===== src/design/brainfuck_execute_unit_assert.svh =====
// assertion macros for the brainfuck execute unit
`ifndef BRAINFUCK_EXECUTE_UNIT_ASSERT_SVH
`define BRAINFUCK_EXECUTE_UNIT_ASSERT_SVH

`ifndef SYNTHESIS
// same-cycle implication, checked outside reset
`define BFEU_ASSERT_IMPLIES(label, clk, rst_n, ante, cons) \
  label: assert property (@(posedge clk) disable iff (!rst_n) (ante) |-> (cons)) \
    else $error("same-cycle implication failed");
// next-cycle implication, checked outside reset
`define BFEU_ASSERT_NEXT(label, clk, rst_n, ante, cons) \
  label: assert property (@(posedge clk) disable iff (!rst_n) (ante) |=> (cons)) \
    else $error("next-cycle implication failed");
`else
`define BFEU_ASSERT_IMPLIES(label, clk, rst_n, ante, cons)
`define BFEU_ASSERT_NEXT(label, clk, rst_n, ante, cons)
`endif

`endif


===== src/design/bfeu_pkg.sv =====
// shared types and constants of the brainfuck execute unit
`timescale 1ns / 1ps

package bfeu_pkg;

  localparam int unsigned TAPE_CELLS  = 32768;
  localparam int unsigned STACK_DEPTH = 64;
  localparam int unsigned PC_BITS     = 16;

  localparam int unsigned HEAD_W    = (TAPE_CELLS > 1) ? $clog2(TAPE_CELLS) : 1;
  localparam int unsigned STK_CNT_W = $clog2(STACK_DEPTH + 1);
  localparam int unsigned STK_IDX_W = (STACK_DEPTH > 1) ? $clog2(STACK_DEPTH) : 1;

  // next pc wraps within PC_BITS and is then cut to 16 bits
  localparam logic [15:0] NPC_MASK =
      (PC_BITS >= 16) ? 16'hFFFF : 16'((64'd1 << PC_BITS) - 64'd1);

  localparam logic [15:0] SKIP_MAX = 16'hFFFF;

  // command characters
  localparam logic [7:0] CMD_RIGHT = 8'h3E;  // >
  localparam logic [7:0] CMD_LEFT  = 8'h3C;  // <
  localparam logic [7:0] CMD_INC   = 8'h2B;  // +
  localparam logic [7:0] CMD_DEC   = 8'h2D;  // -
  localparam logic [7:0] CMD_OPEN  = 8'h5B;  // [
  localparam logic [7:0] CMD_CLOSE = 8'h5D;  // ]
  localparam logic [7:0] CMD_OUT   = 8'h2E;  // .
  localparam logic [7:0] CMD_IN    = 8'h2C;  // ,

  typedef logic [HEAD_W-1:0]    head_t;
  typedef logic [STK_CNT_W-1:0] stk_cnt_t;

  typedef enum logic [1:0] {
    FAULT_NONE     = 2'd0,
    FAULT_OVERFLOW = 2'd1,
    FAULT_UNDERFLOW = 2'd2,
    FAULT_TAPE_END = 2'd3
  } fault_e;

  typedef enum logic [1:0] {
    TAPE_NONE,
    TAPE_LEFT,
    TAPE_RIGHT,
    TAPE_WRITE
  } tape_op_e;

  typedef enum logic [1:0] {
    STK_NONE,
    STK_PUSH,
    STK_POP
  } stk_op_e;

  typedef struct packed {
    tape_op_e   op;
    logic [7:0] wdata;
  } tape_cmd_t;

  typedef struct packed {
    stk_op_e     op;
    logic [15:0] data;
  } stk_cmd_t;

  typedef struct packed {
    logic [15:0] next_pc;
    logic        out_valid;
    logic [7:0]  out_byte;
    fault_e      fault;
  } result_t;

endpackage


===== src/design/bfeu_if.sv =====


interface bfeu_res_if;
  logic        valid;
  logic        ready;
  logic [15:0] next_pc;
  logic        out_valid;
  logic [7:0]  out_byte;
  logic [1:0]  fault;

  modport source (output valid, next_pc, out_valid, out_byte, fault, input ready);
  modport sink   (input valid, next_pc, out_valid, out_byte, fault, output ready);
endinterface


===== src/design/bfeu_obuf.sv =====
// two-entry result buffer between the core and the result channel
`timescale 1ns / 1ps

module bfeu_obuf import bfeu_pkg::*; (
  input  logic           clk_i,
  input  logic           rst_ni,
  input  logic           push_i,
  input  result_t        data_i,
  output logic           ready_o,
  bfeu_res_if.source     res_o
);

  result_t    ent_q [2];
  logic       wr_q, rd_q;
  logic [1:0] cnt_q;
  logic       pop;
  result_t    head_ent;

  assign pop      = res_o.valid & res_o.ready;
  assign ready_o  = (cnt_q != 2'd2);
  assign head_ent = ent_q[rd_q];

  always_ff @(posedge clk_i) begin
    if (push_i) ent_q[wr_q] <= data_i;
  end

  always_ff @(posedge clk_i or negedge rst_ni) begin
    if (!rst_ni) begin
      wr_q  <= 1'b0;
      rd_q  <= 1'b0;
      cnt_q <= 2'd0;
    end else begin
      if (push_i) wr_q <= ~wr_q;
      if (pop) rd_q <= ~rd_q;
      cnt_q <= cnt_q + 2'(push_i) - 2'(pop);
    end
  end

  assign res_o.valid     = (cnt_q != 2'd0);
  assign res_o.next_pc   = head_ent.next_pc;
  assign res_o.out_valid = head_ent.out_valid;
  assign res_o.out_byte  = head_ent.out_byte;
  assign res_o.fault     = 2'(head_ent.fault);

endmodule


===== src/flat_wrapper.sv =====
// flat-port wrapper written by rule: the top's interface ports become plain ports
module bfeu_obuf_flat import bfeu_pkg::*;
  (clk_i, rst_ni, push_i, data_i, ready_o, res_o_valid, res_o_next_pc, res_o_out_valid, res_o_out_byte, res_o_fault, res_o_ready);
  bfeu_res_if res_o_i ();
  input  logic clk_i;
  input  logic rst_ni;
  input  logic push_i;
  input  result_t data_i;
  output logic ready_o;
  output wire logic [$bits(res_o_i.valid)-1:0] res_o_valid;
  output wire logic [$bits(res_o_i.next_pc)-1:0] res_o_next_pc;
  output wire logic [$bits(res_o_i.out_valid)-1:0] res_o_out_valid;
  output wire logic [$bits(res_o_i.out_byte)-1:0] res_o_out_byte;
  output wire logic [$bits(res_o_i.fault)-1:0] res_o_fault;
  input wire logic [$bits(res_o_i.ready)-1:0] res_o_ready;
  assign res_o_valid = res_o_i.valid;
  assign res_o_next_pc = res_o_i.next_pc;
  assign res_o_out_valid = res_o_i.out_valid;
  assign res_o_out_byte = res_o_i.out_byte;
  assign res_o_fault = res_o_i.fault;
  assign res_o_i.ready = res_o_ready;
  bfeu_obuf u_core (.clk_i(clk_i), .rst_ni(rst_ni), .push_i(push_i), .data_i(data_i), .ready_o(ready_o), .res_o(res_o_i));
endmodule

===== config.mk =====
export PLATFORM = sky130hd
export DESIGN_NAME = bfeu_obuf_flat
export DESIGN_NICKNAME = d
export VERILOG_FILES = /design/src/design/brainfuck_execute_unit_assert.svh /design/src/design/bfeu_pkg.sv /design/src/design/bfeu_if.sv /design/src/design/bfeu_obuf.sv /design/src/flat_wrapper.sv
export SDC_FILE = /design/constraint.sdc
export NUM_CORES = 1
export LEC_CHECK = 0
export BUFFER_PORTS_ARGS = -buffer_cell sky130_fd_sc_hd__buf_2
export CORE_UTILIZATION = 40
export CTS_CLUSTER_DIAMETER = 200
export DETAILED_ROUTE_END_ITERATION = 10
export PLACE_DENSITY = 0.69
export SLEW_MARGIN = 10
export SYNTH_ARGS = -nofsm -noshare
export SYNTH_HDL_FRONTEND = slang
export SYNTH_SLANG_ARGS = --single-unit

===== constraint.sdc =====
create_clock -name clk_i -period 3.8 [get_ports clk_i]
set_input_delay 0 -clock clk_i [delete_from_list [all_inputs] [get_ports clk_i]]
set_output_delay 0 -clock clk_i [all_outputs]
set_load 0.02 [all_outputs]

Word-level counts from Yosys, hierarchy flattened
Memories as Yosys holds them, arrays and structs flattened.
Index checks and enable logic that the tools add are counted.
- bitwise operators: 3
- add/sub/neg operators: 2
- reduce and logical (&&, ||, !) cells: 1
- eq/ne operators: 1
- multiplexer cells: 2
- operators with widths (kind ; number):
    adder 2 x 1 -> 2 bit ; 1
    2-to-1 mux 1 bit ; 2
    inequality test 2 bit, second input constant ; 1
    NOT 1 bit ; 2
    nonzero test 2 bit ; 1
    subtractor 2 x 1 -> 2 bit ; 1
    AND 1 bit ; 1
- output and inout port bits: 29
- RAM bits: 54
- bits in registers: 4
- memories kept: 1
- word-level logic and storage cells: 13
- memories (name ; words ; width ; read ports ; clocked after Yosys merged registers in ; write ports ; line ; source):
    u_core.ent_q ; 2 ; 27 ; 1 ; 0 ; 1 ; bfeu_obuf.sv:13 ; result_t ent_q [2];

Logic depth before layout (Yosys ltp)
- depth in word-level cells: 3
- mapped depth: 6
- gate-level depth less buffers: 6

Worst setup path before layout
Ideal clock, no wire load.
- path type: reg-to-reg
- from: reg u_core.wr_q
- to: mem u_core.ent_q[0][0] in the netlist's numbering, enable pin
- buffers on the path: 0
- data arrival time: 1.622 ns
- period minus slack after synthesis: 2.036 ns
- setup slack: 1.764 ns
- required time: 3.386 ns
- stages on the path, launching flop included: 2
- library setup time: 0.414 ns
- path through: dfrtp_1 > nor2b_1
- RTL lines (item ; line ; source):
    start: declaration ; bfeu_obuf.sv:14 ; logic wr_q, rd_q;
    start signal: assignment ; bfeu_obuf.sv:33 ; if (push_i) wr_q <= ~wr_q;
    end: declaration ; bfeu_obuf.sv:13 ;
Straight into the memory's write port.

Worst setup path in the final report
- from: reg u_core.rd_q
- to: out res_o_out_byte[0]
- cells in the longest elaborated chain, start to end: 1
- RTL lines (item ; line ; source):
    start: declaration ; bfeu_obuf.sv:14 ;
    start signal: assignment ; bfeu_obuf.sv:34 ; if (pop) rd_q <= ~rd_q;
    memory (2 x 27 bit) ; -- ;
    end: declaration ; flat_wrapper.sv:13 ; output wire logic [$bits(res_o_i.out_byte)-1:0] res_o_out_byte;
No other way between the ends.

==> run_results.csv <==
group,metric,value,unit
outcome,status,"complete, no violations",
cells_and_area,final_net_count,232,
worst_setup_path,critPathLaunchType,"flop",
detailed_routing,wl,3748,um
timing,fmax,621.0,MHz
cts,clk_pin_slew,0.06,ns
worst_setup_path,r2r-start,"u_core.wr_q",
timing,rsz0062_at_grt,"false",
timing,tightest_slew,0.6427,ns
logic_synthesis,yosysSeqAreaShare,0.7666,
floorplan,num_io_pins,60,
timing,worst_slew_margin_rel,0.5715,
worst_setup_path,crit_buf_inv,2,
logic_synthesis,yosysUniqueCellTypes,15,
logic_synthesis,synth_top_family_by_area,"multiplexers",
worst_setup_path,crit_family,"buffers and inverters",
cts,cts-resized-gates,0,
floorplan,num_rows,26,
cts,clock_path_buffers,2,
logic_synthesis,ys_warn_count,0,
logic_synthesis,synth_fa_ha_area_frac,0.01114,
min_path,holdCritPathClass,"primary input to asynchronous set/reset pin",
worst_setup_path,rr_endpoint,"u_core.ent_q[0][10]",
floorplan,fp.dieH,76.93,um
logic_synthesis,ys_ff_latch,58,
detailed_routing,post_drt_wl_per_cell,13.68,um
grt,grt_pass1_vias,1313,
logic_synthesis,synth.area.mux_share,0.1671,
worst_setup_path,endpoint,"res_o_out_byte[0]",
cells_and_area,multi_input_area,469.2,um2
cts,cts_tree,"yes",
logic_synthesis,synthesis.nets,134,
timing,hold_violations,0,
cells_and_area,layout-drive-gt1-share,0.5147,
grt,grt_pass1_wl,5961,um
detailed_routing,drcViolationCount,0,
logic_synthesis,synth_compound_area_frac,0.003343,
power,powerDensity,700.6,nW/um2
timing,fin_hold_ws,0.02102,ns
worst_setup_path,cp_data_arrival_time,1.61,ns
grt,overflow,0,
power,leakage,1.248,nW
power,p_clk_frac,0.221,
floorplan,core-area,5270,um2
detailed_routing,vias_per_cell,4.431,
cts,cts_sinks,58,
grt,antenna_found_initial,0,
worst_setup_path,required,3.80,ns
worst_setup_path,r2r_slack,2.20,ns
detailed_routing,vias,1214,
power,internal-power,1.474,mW
power,power_frac_comb,0.361,
place,routabilityCongestion,0.6639,
cts,htree_levels,3,
cts,cts_buffers,9,
place,hpwl,2351,um
worst_setup_path,cp_slowest_cell,"buf_4",
timing,finalCriticalPeriod,1.610,ns
logic_synthesis,synth_area,2246,um2
worst_setup_path,startpoint,"u_core.rd_q",
cts,insertion_delay,0.31,ns
logic_synthesis,yosys.area_share.xor_xnor,0.01560,
detailed_routing,antenna_left,0,
power,switching_share,0.3127,
cells_and_area,antennaDiodeCount,0,
power,p_switching,670.5,uW
detailed_routing,first_pass_iters,4,
timing,setup_viol_count_final,0,
place,numPortBuffers,59,
worst_setup_path,crit_path_end_kind,"output port",
cells_and_area,final_cell_mix,"buf_2, edfxtp_1, dlygate4sd3_1, mux2_4, clkbuf_8",
cells_and_area,nFillCells,415,
run,max_cap_violations,0,
power,power,2.144,mW
power,power_frac_seq,0.418,
cells_and_area,seq_area,1722,um2
worst_setup_path,reg2reg_depth,2,
logic_synthesis,syn_area_per_cell,22.24,um2
worst_setup_path,worst-path-max-fanout,28,
grt,grt_use_total,0.1393,
logic_synthesis,yosys.area_share.simple,0.01003,
timing,fin_crit_sh,0.4237,
floorplan,dieArea,5918,um2
worst_setup_path,crit_cells,3,
cells_and_area,areaGrowthSynthToFinish,36.27,%
floorplan,start_util,0.4262,
worst_setup_path,crit_chain,"buf_4, mux2_2, buf_2",
worst_setup_path,crit_type,"flop to output port",
timing,fin_ws,2.190,ns
grt,grt_max_degree,29,
cts,cts-root-buf,"clkbuf_8",
detailed_routing,drtIter0Drc,29,
timing,fin_tns_setup,0,ns
floorplan,die_x,76.93,um
power,vdd_drop_max,0.0004068,V
worst_setup_path,max_stage_delay,0.41,ns
cells_and_area,layout_commonest_cell,"buf_2",
logic_synthesis,syn_inst,101,
timing,finalClockSkew,0.005833,ns
place,dp_slack,2.015,ns
timing,drv_slew,0,
power by group through the flow:
| stage | clock [mW] | sequential (mW) | combinational, mW |
|---|---|---|---|
| floorplan | 0 | 0.899 | 0.609 |
| global placement | 0 | 0.901 | 0.747 |
| detailed placement | 0 | 0.911 | 0.760 |
| CTS | 0.490 | 0.899 | 0.786 |
| global route | 0.518 | 0.908 | 0.826 |
| finish | 0.474 | 0.895 | 0.774 |
stage by stage:
step	instance area, um2	std cells	util
after floorplan	2246	101	-
after global placement	2595	229	0.4924
after detailed placement	2595	229	0.4924
after CTS	3059	274	0.5805
after global routing	3060	274	0.5807
final	3060	274	0.5807
how the worst min path moves through the flow:
stage                       to  slack, ns  startpoint  depth (start not counted)
6_report       u_core.cnt_q[1]       0.02      rst_ni                          2
5_1_grt            u_core.rd_q     0.0004      rst_ni                          2
4_1_cts        u_core.cnt_q[1]      0.001      rst_ni                          2
3_5_place_dp   u_core.cnt_q[0]      -0.19      rst_ni                          1
3_3_place_gp       u_core.wr_q      -0.19      rst_ni                          1
2_1_floorplan  u_core.cnt_q[0]      -0.30      rst_ni                          0
timing repair:
action / CTS / global route
endpoints found under the setup margin: 0 / 0
hold buffers: 29 / 0
hold endpoints to repair: 60 / 0
buffers inserted: 0 / 0
state kept, by name (all words and copies together) (netlist names):
| signal | flops |
|---|---|
| u_core.ent_q | 54 |
| u_core.wr_q | 1 |
| u_core.rd_q | 1 |
| u_core.cnt_q | 2 |
layout make-up:
| type | instances | share of cell area |
|---|---|---|
| Clock buffer | 13 | 0.05192 |
| Clock inverter | 3 | 0.004906 |
| Inverter | 2 | 0.002453 |
| Multi-Input combinational cell | 38 | 0.1533 |
| Sequential cell | 58 | 0.5625 |
| Tap cell | 70 | 0.02862 |
| Timing Repair Buffer | 90 | 0.1962 |
cells in the mapped netlist:
library cell	instances	area share
edfxtp_1	54	0.72
ha_1	2	0.011
dfrtp_1	4	0.045
o21a_1	1	0.0033
nand2_1	1	0.0017
xnor2_1	2	0.0078
nor2b_1	1	0.0028
xor2_1	2	0.0078
buf_6	1	0.0050
buf_12	2	0.018
and2_1	1	0.0028
mux2_4	19	0.13
inv_1	2	0.0033
mux2_2	8	0.040
or2_2	1	0.0028
layer usage:
metal,part of all wire,track usage
met5,0,0
met4,0.0040,0.08654
met3,0.047,0.03690
met2,0.53,0.2527
met1,0.42,0.1406
worst register-to-register path, stage by stage, from the launching register on:
cell,delay [ns]
dfrtp_1,0.41
nor2b_2,0.51
buf_4,0.37
cell families after synthesis:
| family | after synthesis |
|---|---|
| DFF | 58 |
| muxes | 27 |
| buffers and inverters | 5 |
| xor gates and xnor gates | 4 |
| and+or+nand+nor | 4 |
| adders and majority gates | 2 |
| AOI/OAI and AO/OA | 1 |
(Power assumes the default switching activity.)
