`src/design/brainfuck_execute_unit_assert.svh`:
```
// assertion macros for the brainfuck execute unit
`ifndef BRAINFUCK_EXECUTE_UNIT_ASSERT_SVH
`define BRAINFUCK_EXECUTE_UNIT_ASSERT_SVH

`ifndef SYNTHESIS
// same-cycle implication, checked outside reset
`define BFEU_ASSERT_IMPLIES(label, clk, rst_n, ante, cons) \
  label: assert property (@(posedge clk) disable iff (!rst_n) (ante) |-> (cons)) \
    else $error("same-cycle implication failed");
// next-cycle implication, checked outside reset
`define BFEU_ASSERT_NEXT(label, clk, rst_n, ante, cons) \
  label: assert property (@(posedge clk) disable iff (!rst_n) (ante) |=> (cons)) \
    else $error("next-cycle implication failed");
`else
`define BFEU_ASSERT_IMPLIES(label, clk, rst_n, ante, cons)
`define BFEU_ASSERT_NEXT(label, clk, rst_n, ante, cons)
`endif

`endif

```
`src/design/bfeu_pkg.sv`:
```
// shared types and constants of the brainfuck execute unit
`timescale 1ns / 1ps

package bfeu_pkg;

  localparam int unsigned TAPE_CELLS  = 32768;
  localparam int unsigned STACK_DEPTH = 64;
  localparam int unsigned PC_BITS     = 16;

  localparam int unsigned HEAD_W    = (TAPE_CELLS > 1) ? $clog2(TAPE_CELLS) : 1;
  localparam int unsigned STK_CNT_W = $clog2(STACK_DEPTH + 1);
  localparam int unsigned STK_IDX_W = (STACK_DEPTH > 1) ? $clog2(STACK_DEPTH) : 1;

  // next pc wraps within PC_BITS and is then cut to 16 bits
  localparam logic [15:0] NPC_MASK =
      (PC_BITS >= 16) ? 16'hFFFF : 16'((64'd1 << PC_BITS) - 64'd1);

  localparam logic [15:0] SKIP_MAX = 16'hFFFF;

  // command characters
  localparam logic [7:0] CMD_RIGHT = 8'h3E;  // >
  localparam logic [7:0] CMD_LEFT  = 8'h3C;  // <
  localparam logic [7:0] CMD_INC   = 8'h2B;  // +
  localparam logic [7:0] CMD_DEC   = 8'h2D;  // -
  localparam logic [7:0] CMD_OPEN  = 8'h5B;  // [
  localparam logic [7:0] CMD_CLOSE = 8'h5D;  // ]
  localparam logic [7:0] CMD_OUT   = 8'h2E;  // .
  localparam logic [7:0] CMD_IN    = 8'h2C;  // ,

  typedef logic [HEAD_W-1:0]    head_t;
  typedef logic [STK_CNT_W-1:0] stk_cnt_t;

  typedef enum logic [1:0] {
    FAULT_NONE     = 2'd0,
    FAULT_OVERFLOW = 2'd1,
    FAULT_UNDERFLOW = 2'd2,
    FAULT_TAPE_END = 2'd3
  } fault_e;

  typedef enum logic [1:0] {
    TAPE_NONE,
    TAPE_LEFT,
    TAPE_RIGHT,
    TAPE_WRITE
  } tape_op_e;

  typedef enum logic [1:0] {
    STK_NONE,
    STK_PUSH,
    STK_POP
  } stk_op_e;

  typedef struct packed {
    tape_op_e   op;
    logic [7:0] wdata;
  } tape_cmd_t;

  typedef struct packed {
    stk_op_e     op;
    logic [15:0] data;
  } stk_cmd_t;

  typedef struct packed {
    logic [15:0] next_pc;
    logic        out_valid;
    logic [7:0]  out_byte;
    fault_e      fault;
  } result_t;

endpackage

```
`src/design/bfeu_stack.sv`:
```
// loop stack memory with a cached top entry
`timescale 1ns / 1ps

module bfeu_stack import bfeu_pkg::*; (
  input  logic        clk_i,
  input  logic        rst_ni,
  input  stk_cmd_t    cmd_i,
  output stk_cnt_t    count_o,
  output logic [15:0] top_o
);

  logic [15:0] stk_mem [STACK_DEPTH];
  logic [15:0] rd_q;
  logic [15:0] top_q, top_d, top_eff;
  logic        top_pend_q, top_pend_d;
  stk_cnt_t    cnt_q, cnt_d, below_top;
  logic        mem_re;

  assign top_eff   = top_pend_q ? rd_q : top_q;
  assign below_top = cnt_q - STK_CNT_W'(2);

  always_comb begin
    cnt_d      = cnt_q;
    top_d      = top_eff;
    top_pend_d = 1'b0;
    mem_re     = 1'b0;
    case (cmd_i.op)
      STK_PUSH: begin
        cnt_d = cnt_q + STK_CNT_W'(1);
        top_d = cmd_i.data;
      end
      STK_POP: begin
        cnt_d = cnt_q - STK_CNT_W'(1);
        // refetch the entry that becomes the new top
        if (cnt_q >= STK_CNT_W'(2)) begin
          mem_re     = 1'b1;
          top_pend_d = 1'b1;
        end
      end
      default: ;
    endcase
  end

  always_ff @(posedge clk_i) begin
    if (cmd_i.op == STK_PUSH) stk_mem[cnt_q[STK_IDX_W-1:0]] <= cmd_i.data;
    if (mem_re) rd_q <= stk_mem[below_top[STK_IDX_W-1:0]];
    top_q <= top_d;
  end

  always_ff @(posedge clk_i or negedge rst_ni) begin
    if (!rst_ni) begin
      cnt_q      <= '0;
      top_pend_q <= 1'b0;
    end else begin
      cnt_q      <= cnt_d;
      top_pend_q <= top_pend_d;
    end
  end

  assign count_o = cnt_q;
  assign top_o   = top_eff;

endmodule

```
`config.mk`:
```
export PLATFORM = sky130hd
export DESIGN_NAME = bfeu_stack
export DESIGN_NICKNAME = d
export VERILOG_FILES = /design/src/design/brainfuck_execute_unit_assert.svh /design/src/design/bfeu_pkg.sv /design/src/design/bfeu_stack.sv
export SDC_FILE = /design/constraint.sdc
export NUM_CORES = 1
export LEC_CHECK = 0
export ABC_AREA = 1
export BUFFER_PORTS_ARGS = -buffer_cell sky130_fd_sc_hd__buf_2
export CORE_ASPECT_RATIO = 1.5
export CORE_MARGIN = 1.5
export CORE_UTILIZATION = 58
export DETAILED_ROUTE_END_ITERATION = 7
export MAX_ROUTING_LAYER = met4
export PLACE_DENSITY = 0.74
export SETUP_SLACK_MARGIN = 0.2
export SLEW_MARGIN = 20
export SYNTH_ARGS = -nofsm -noshare
export SYNTH_HDL_FRONTEND = slang
export SYNTH_SLANG_ARGS = --single-unit
```
`constraint.sdc`:
```
create_clock -name clk_i -period 3.4 [get_ports clk_i]
set_clock_uncertainty 0.15 [all_clocks]
set_input_delay 0.17 -clock clk_i [delete_from_list [all_inputs] [get_ports clk_i]]
set_output_delay 0.17 -clock clk_i [all_outputs]
set_load 0.1 [all_outputs]
```
======== After elaboration in Yosys (flattened, before gate mapping) ========
Memory sizes are Yosys's and may differ from the RTL's. A register that Yosys moved wholly into a read port is not among the register bits.
Cells that the tools add are included.
word-level totals
  bits in registers ....................... 24
  output and inout port bits .............. 23
  input bits .............................. 20
  memory bits (writable) .................. 1024
  memories kept ........................... 1
  word-level logic and storage cells ...... 18
operators by class
  $add $sub $neg .......................... 3
  $lt $le $gt $ge ......................... 1
  reductions and logical operators ........ 1
  multiplexer cells ....................... 7
  equal/unequal tests ..................... 2
memories
  memory   depth  bits a word  read ports  clocked after Yosys merged registers in  write ports  RTL line          source
  stk_mem  64     16           1           1                                        1            bfeu_stack.sv:12  logic [15:0] stk_mem [STACK_DEPTH];
operators by type and width
  kind                   count
  $mux W16               2
  $pmux W7 S2            1
  $add A7 B1 Y7 const B  1
  $ge A7 B2 Y1 const B   1
  $sub A7 B1 Y7 const B  1
  $sub A6 B2 Y6 const B  1
  $mux W1                4
  $eq A2 B1 Y1 const B   1
  $eq A2 B2 Y1 const B   1
  $reduce_bool A2 Y1     1

======== Logic depth before layout (Yosys ltp) ========
Gate-level depths: netlist of the first run.
  depth after elaboration ................. 3
  mapped depth ............................ 16
  mapped depth without buffers ............ 15

======== Least setup slack after synthesis of the first run ========
No wires, ideal clock.
  kind .................................... register -> register
  start point ............................. register cnt_q[1], in the netlist count_o[1]
  end point ............................... register rd_q[0] (read register of stk_mem), enable pin
  data arrival time ....................... 2.937 ns
  setup slack ............................. -0.083 ns
  stages on the path, launching flop included .. 9
  path through ............................ dfrtp_1 > buf_2 > inv_2 > buf_2 > buf_2 > ha_1 > inv_1 > nor3_1 > a21oi_1
between the ends
  longest elaborated chain between the ends .. 3
  elaborated cells between the ends (all ways) .. 4
  classes of those cells .................. add/sub: 1; order compare: 1; mux: 2
RTL lines
  element                 RTL line          source
  start, declared         bfeu_stack.sv:16  stk_cnt_t cnt_q, cnt_d, below_top;
  start signal, assigned  bfeu_stack.sv:55  cnt_q <= cnt_d;
  $ge A7 B2 Y1            bfeu_stack.sv:35  if (cnt_q >= STK_CNT_W'(2)) begin
  $mux W1                 bfeu_stack.sv:35
  $mux W1                 bfeu_stack.sv:27  case (cmd_i.op)
  net mem_re              bfeu_stack.sv:17  logic mem_re;
  end, declared           bfeu_stack.sv:13  logic [15:0] rd_q;
The timed path passes the listed nets, and every way through them passes these cells.
A chain may end at the register's enable or synchronous reset.

======== Worst setup path in the final report of the first run ========
  start point ............................. register cnt_q[1], in the netlist count_o[1]
  end point ............................... register rd_q[14] (read register of stk_mem), data pin
between the ends
  longest elaborated chain between the ends .. 3
  elaborated cells between the ends (all ways) .. 4
  classes of those cells .................. add/sub: 1; order compare: 1; mux: 2
RTL lines
  element       RTL line
  $ge A7 B2 Y1  bfeu_stack.sv:35
  $mux W1       bfeu_stack.sv:35
  $mux W1       bfeu_stack.sv:27
Parallel ways exist; a longest one is shown, timed or not.

==> metrics.md, run 1 <==
| Metric | Value |
|---|---|
| DRC viols | `0` |
| Fin crit period | `3.02 ns` |
| DR pass1 iterations | `8` |
| Setup TNS Final | `0 ns` |
| Post-CTS Resized | `0` |
| Status | `finished, final reports clean` |
| Distinct cells, synth | `27` |
| Largest net degree at the start of global routing | `189` |
| Routed Antenna Nets | `0` |
| Final Cycle Share | `88.8%` |
| # nets final | `3770` |
| Mapped Area | `0.0434 sq mm` |
| Worst-path maximum fanout | `128` |
| Nature of the critical path startpoint | `flip-flop` |
| Number of global-route vias before repair | `27697` |
| Slew Limit Fails | `0` |
| Die Height | `338 um` |
| Mean Syn Cell Area | `11.7 sq um` |
| Critical path origin | `count_o[1]` |
| Register area share after synthesis | `73.2%` |
| Placed insts | `4625` |
| Critical Path End Type | `flip-flop` |
| CTS HTree Levels | `3` |
| Skew-Pair Late Insertion Delay | `0.68 ns` |
| Syn. warnings | `0` |
| Die X | `226 um` |
| Clk root buf | `clkbuf_16` |
| Initial antenna violation count | `2` |
| CTS buffer count | `91` |
| Routed vias/inst | `6.00` |
| Critical R2R Launch | `count_o[1]` |
| Async SR Flop Fraction | `0.752%` |
| Critical Path RT | `3.79 ns` |
| Total grt overflow | `0` |
| Area Overhead vs Synth | `10.6%` |
| Number of max-cap violations | `0` |
| RePlAce Congestion | `0.908` |
| Cts hold-fix bufs | `13` |
| Core ar. | `0.0739 sq mm` |
| Vias | `28847` |
| Worst Tran Pin Value | `1.18 ns` |
| Routed WL per cell | `23.7 um` |
| Proportion of layout cells with a drive suffix above 1 | `8.63%` |
| Mapped Cells | `3697` |
| Synth Net Count | `3725` |
| R2R setup slack | `0.38 ns` |
| EDFF count, synth | `1040` |
| Clk slew on worst S/H paths | `0.07 ns` |
| Worst-case clock buffer depth | `3` |
| First-pass GRT wire length | `169000 um` |
| Io pins | `43` |
| CTS tree | `built` |
| Synth Flop Type | `edfxtp_1` |
| Slew headroom | `21.3%` |
| R2r worst-path depth | `9` |
| CP endpoint | `rd_q[14]` |
| PD cells | `925 mW/mm^2` |
| LEAKAGE | `17.5 nW` |
| Maximum vdd drop | `1.92 mV` |
| Drt first-iter violations | `3830` |
| Yosys reg bits | `1064` |
| Final hold vios | `0` |
| Placed Area | `0.0448 sq mm` |
| Setup Buffers After CTS | `0` |
| Aggregate routed wire length | `114000 um` |
| Final setup viols | `0` |
| Unrepaired setup endpoints after global routing | `no` |
| Gr usage total | `31.0%` |
| Post-DP HPWL | `64700 um` |
| RR Endpoint | `rd_q[14]` |
| Fin cells | `4806` |
| Worst endpoint data arrival time | `3.41 ns` |
| IO buf count | `42` |
| Tot Pwr | `44.4 mW` |
| Design Area, Final | `0.0480 sq mm` |
| Die area | `0.0765 sq mm` |
| # rows | `122` |
| FMAX | `331 MHz` |
| Setup CP Type | `flip-flop to flip-flop` |
| Initial Util | `58.7%` |
| WHS | `0.0203 ns` |
| Worst Hold Class | `input port to flip-flop` |
| Clock Sinks | `1064` |
-- how the worst min path moves through the flow --
stage	end	start	slack, ns	cells after the start
6_report	stk_mem[52][6]	cmd_i[6]	0.02	1
5_1_grt	stk_mem[48][6]	cmd_i[6]	0.04	1
4_1_cts	top_q[12]	cmd_i[12]	0.0009	3
3_5_place_dp	count_o[5]	rst_ni	-0.11	1
3_3_place_gp	count_o[5]	rst_ni	-0.11	1
2_1_floorplan	count_o[0]	rst_ni	-0.28	0
-- worst max-delay path, cell delays in order, from the launching register on --
cell,delay (ns)
dfrtp_4,0.54
inv_8,0.21
ha_4,0.21
buf_12,0.62
nand3_1,0.28
nand2_1,0.12
nand2_1,0.23
nand3_1,0.27
nand3_1,0.12
nand2_1,0.08
-- cell usage in the layout, fill, tap and decap left out, types with 2 or more instances in the layout --
cell type,count
buf_2,41
a21oi_1,2
bufinv_16,11
nand2_1,1377
dfxtp_1,16
o21ai_0,6
clkinvlp_4,4
inv_2,2
buf_4,107
clkbuf_1,15
clkinv_1,18
dlygate4sd3_1,15
nand4_1,3
dfrtp_4,2
buf_12,21
nand3_1,886
nor2_1,71
clkbuf_16,94
ha_1,7
mux2_2,16
clkinv_2,17
diode_2,2
inv_1,15
xnor2_1,2
dfrtp_1,6
inv_6,2
inv_8,2
edfxtp_1,1040
-- state kept, by name, indices dropped and copies added, names as in the netlist --
register / count
count_o: 7
rd_q: 16
stk_mem: 1024
top_pend_q: 1
top_q: 16
-- per-stage QoR --
stage / setup slack (ns) / utilization [%]
after floorplan: 0.336 / -
after global placement: 0.492 / 60.7
after detailed placement: 0.480 / 60.7
after CTS: 0.475 / 64.9
after global routing: 0.383 / 64.9
final: 0.379 / 64.9
-- cells in the mapped netlist, types with 4 or more instances --
cell	count	area [sq um]
buf_1	14	52.6
buf_2	125	626
buf_4	44	330
buf_6	8	90.1
clkbuf_1	41	154
dfrtp_1	8	200
dfxtp_1	16	320
edfxtp_1	1040	31200
ha_1	8	100
inv_1	16	60.1
inv_2	4	15.0
mux2_2	16	180
nand2_1	1377	5170
nand3_1	886	4430
nor2_1	71	267
o21ai_0	6	30.0
-- final cells by class --
class | instances | area, sq um
Antenna cell | 2 | 5.00
Timing Repair Buffer | 184 | 1580
Sequential cell | 1064 | 31800
Tap cell | 992 | 1240
Inverter | 21 | 97.6
Clock buffer | 109 | 2410
Clock inverter | 54 | 571
Fill cell | 5338 | 25900
Multi-Input combinational cell | 2380 | 10300
-- where the power goes --
part | switching (mW) | internal, mW
Sequential | 0.376 | 15.0
Clock | 4.64 | 5.90
Combinational | 13.8 | 4.66
-- routing by layer --
metal  up-vias  track usage [%]  wire length (um)
li1      13018                -                 -
met1     14088             37.8             41600
met2      1472             49.4             56300
met3       269             4.06              9140
met4         0             19.0              6970
met5         -                -                 0
-- cell families (layout without fill, tap and decap cells) --
family / Yosys count / after routing / share of synthesized area, %
buf+inv: 253 / 368 / 3.07
simple gates: 2340 / 2340 / 22.8
other cells: 0 / 2 / 0
compound gates: 11 / 11 / 0.138
xor+xnor: 5 / 5 / 0.118
mux: 16 / 16 / 0.415
flops: 1064 / 1064 / 73.2
fa+ha+maj: 8 / 8 / 0.231
Power figures use the tool's default switching activity.
==> run 2, diff against run 1 <==
Clock period 3.4 ns to 3 ns, I/O delays scaled along.
==> run 2 against run 1 <==
  * Flip-flop and latch count stayed put
  * Routed wire length is 0.21% lower
  * Critical path depth is 1 higher
  * Sequential power is 13% higher
  * Non-clock buffer count is 37 higher
  * Combinational power is 16% higher
  * Cell count is 0.81% higher
  * Utilization is 0.39 points higher
  * Worst setup slack worse by 0.12 ns
  * Clock power is 9% higher
  * Critical endpoint is now rd_q[11]
  * Highest routed layer unchanged
==> metrics.md, run 2 (synthesized netlist as in run 1, its figures left out) <==
| Metric | Value |
|---|---|
| Status | `finished, final reports clean` |
| First-pass GRT wire length | `168000 um` |
| Unrepaired setup endpoints after global routing | `yes` |
| Pre-CTS setup slack | `0.392 ns` |
| Total grt overflow | `0` |
| Critical Path RT | `3.38 ns` |
| Nature of the critical path startpoint | `flip-flop` |
| CP bufs+invs | `2` |
| Post-DP HPWL | `67000 um` |
| Die X | `226 um` |
| Design Area, Final | `0.0483 sq mm` |
| Maximum vdd drop | `1.23 mV` |
| Final Util | `65.3%` |
| Final Cycle Share | `91.4%` |
| Drt first-iter violations | `3829` |
| CTS buffer count | `90` |
| Proportion of layout cells with a drive suffix above 1 | `9.84%` |
| RePlAce Congestion | `0.951` |
| Vias | `29111` |
| LEAKAGE | `17.6 nW` |
| Io pins | `43` |
| Initial Util | `58.7%` |
| CTS HTree Levels | `3` |
| Placed Area | `0.0452 sq mm` |
| IO buf count | `42` |
| Number of global-route vias before repair | `27503` |
| Setup Buffers After CTS | `0` |
| CTS tree | `built` |
| Largest net degree at the start of global routing | `136` |
| Worst stage delay on the critical path | `0.66 ns` |
| Worst Tran Pin Value | `1.08 ns` |
| Slew headroom | `28.3%` |
| Skew-Pair Late Insertion Delay | `0.65 ns` |
| Tot Pwr | `50.1 mW` |
| Final hold vios | `0` |
| Clk root buf | `clkbuf_16` |
| Aggregate routed wire length | `114000 um` |
| Final setup viols | `0` |
| Most common cell after layout, fill and taps aside | `nand2_1` |
| Clock Sinks | `1064` |
| Slowest cell on crit path | `dfrtp_4` |
| Max reg flops | `1024` |
| Initial antenna violation count | `1` |
| Worst-path maximum fanout | `77` |
| Number of max-cap violations | `0` |
| Die Height | `338 um` |
| PD cells | `1040 mW/mm^2` |
| # rows | `122` |
| Fin crit period | `2.74 ns` |
| Area Overhead vs Synth | `11.3%` |
| # nets final | `3806` |
| FMAX | `365 MHz` |
| Routed vias/inst | `6.01` |
| WHS | `0.0429 ns` |
| Clk slew on worst S/H paths | `0.07 ns` |
| Worst Setup Slack, final | `0.257 ns` |
| Crit path max-delay family | `simple AND/OR/NAND/NOR gates` |
| DRC viols | `0` |
| Die area | `0.0765 sq mm` |
| Worst-case clock buffer depth | `3` |
| Core ar. | `0.0739 sq mm` |
| Worst Hold Class | `input port to flip-flop` |
| Routed WL per cell | `23.5 um` |
| Worst-path cell chain | `buf_4 -> buf_12 -> nand2_1 -> nand3_1 -> nand3_1 -> nand2_1 -> nand2_1 -> nand3_1 -> nand3_1 -> nand2_1` |
| DR pass1 iterations | `5` |
| Routed Antenna Nets | `0` |
| Most frequent cells in the layout | `1377 x nand2_1, 1040 x edfxtp_1, 886 x nand3_1, 135 x buf_4, 93 x clkbuf_16` |
| Worst endpoint data arrival time | `3.12 ns` |
| Critical Path End Type | `flip-flop` |
| Gr usage total | `30.8%` |
| Slew Limit Fails | `0` |
| Setup CP Type | `flip-flop to flip-flop` |
[run 2: changes by cell type in the layout (fill, tap and decap cells not counted), sizes merged]
cell         previous run  this run
clkbuf                109       111
bufinv                 11         7
diode                   2         1
dlygate4sd3            15        18
buf                   169       203
clkinv                 37        41
clkinvlp                4         5
[run 2: worst paths after layout]
check / to / slack [ns] / start / cells after the start
min in group asynchronous: count_o[0] / 0.45 / rst_ni / 3
min reg2reg: count_o[6] / 0.45 / count_o[6] / 2
max: rd_q[11] / 0.26 / count_o[0] / 10
max reg2reg: rd_q[11] / 0.26 / count_o[0] / 10
min: top_q[4] / 0.04 / cmd_i[4] / 3
max in group asynchronous: count_o[1] / 1.85 / rst_ni / 3
[run 2: where the power goes]
group | switching, mW | internal [mW] | total, mW
Combinational | 15.8 | 5.60 | 21.4
Sequential | 0.347 | 17.0 | 17.3
Clock | 5.15 | 6.29 | 11.4
Total | 21.3 | 28.8 | 50.1
[run 2: through the flow]
stage               std cells  setup TNS (ns)
floorplan                3697          -0.364
global placement         4660               0
detailed placement       4660               0
CTS                      4844               0
global route             4844               0
finish                   4845               0
[run 2: metal layers]
layer  GRT usage, %  vias up  wire length, um
li1               -    13097                -
met1           39.2    14207            42300
met2           49.1     1540            55800
met3           4.41      267            10000
met4           14.8        0             5670
met5              -        -                0
[run 2: what timing repair did]
action / 4_1_cts / 5_1_grt
gates resized for setup: 0 / 2
endpoints found under the hold margin: 212 / 0
endpoints found under the setup margin: 0 / 1
hold buffers: 18 / 0
[run 2: final cells by class]
type / count / area, sq um
diodes: 1 / 2.50
clock buffers: 111 / 2390
clock inverters: 55 / 455
fillers: 5339 / 25600
inverters: 21 / 106
multi-input cells: 2380 / 10400
flip-flops and latches: 1064 / 31800
well taps: 992 / 1240
repair buffers: 221 / 1940
[run 2: worst register-to-register path, cell delays in order (launching register included)]
cell     delay [ns]
dfrtp_4        0.66
buf_4          0.35
buf_12         0.34
nand2_1        0.17
nand3_1        0.11
nand3_1        0.13
nand2_1        0.10
nand2_1        0.05
nand3_1        0.33
nand3_1        0.13
nand2_1        0.09
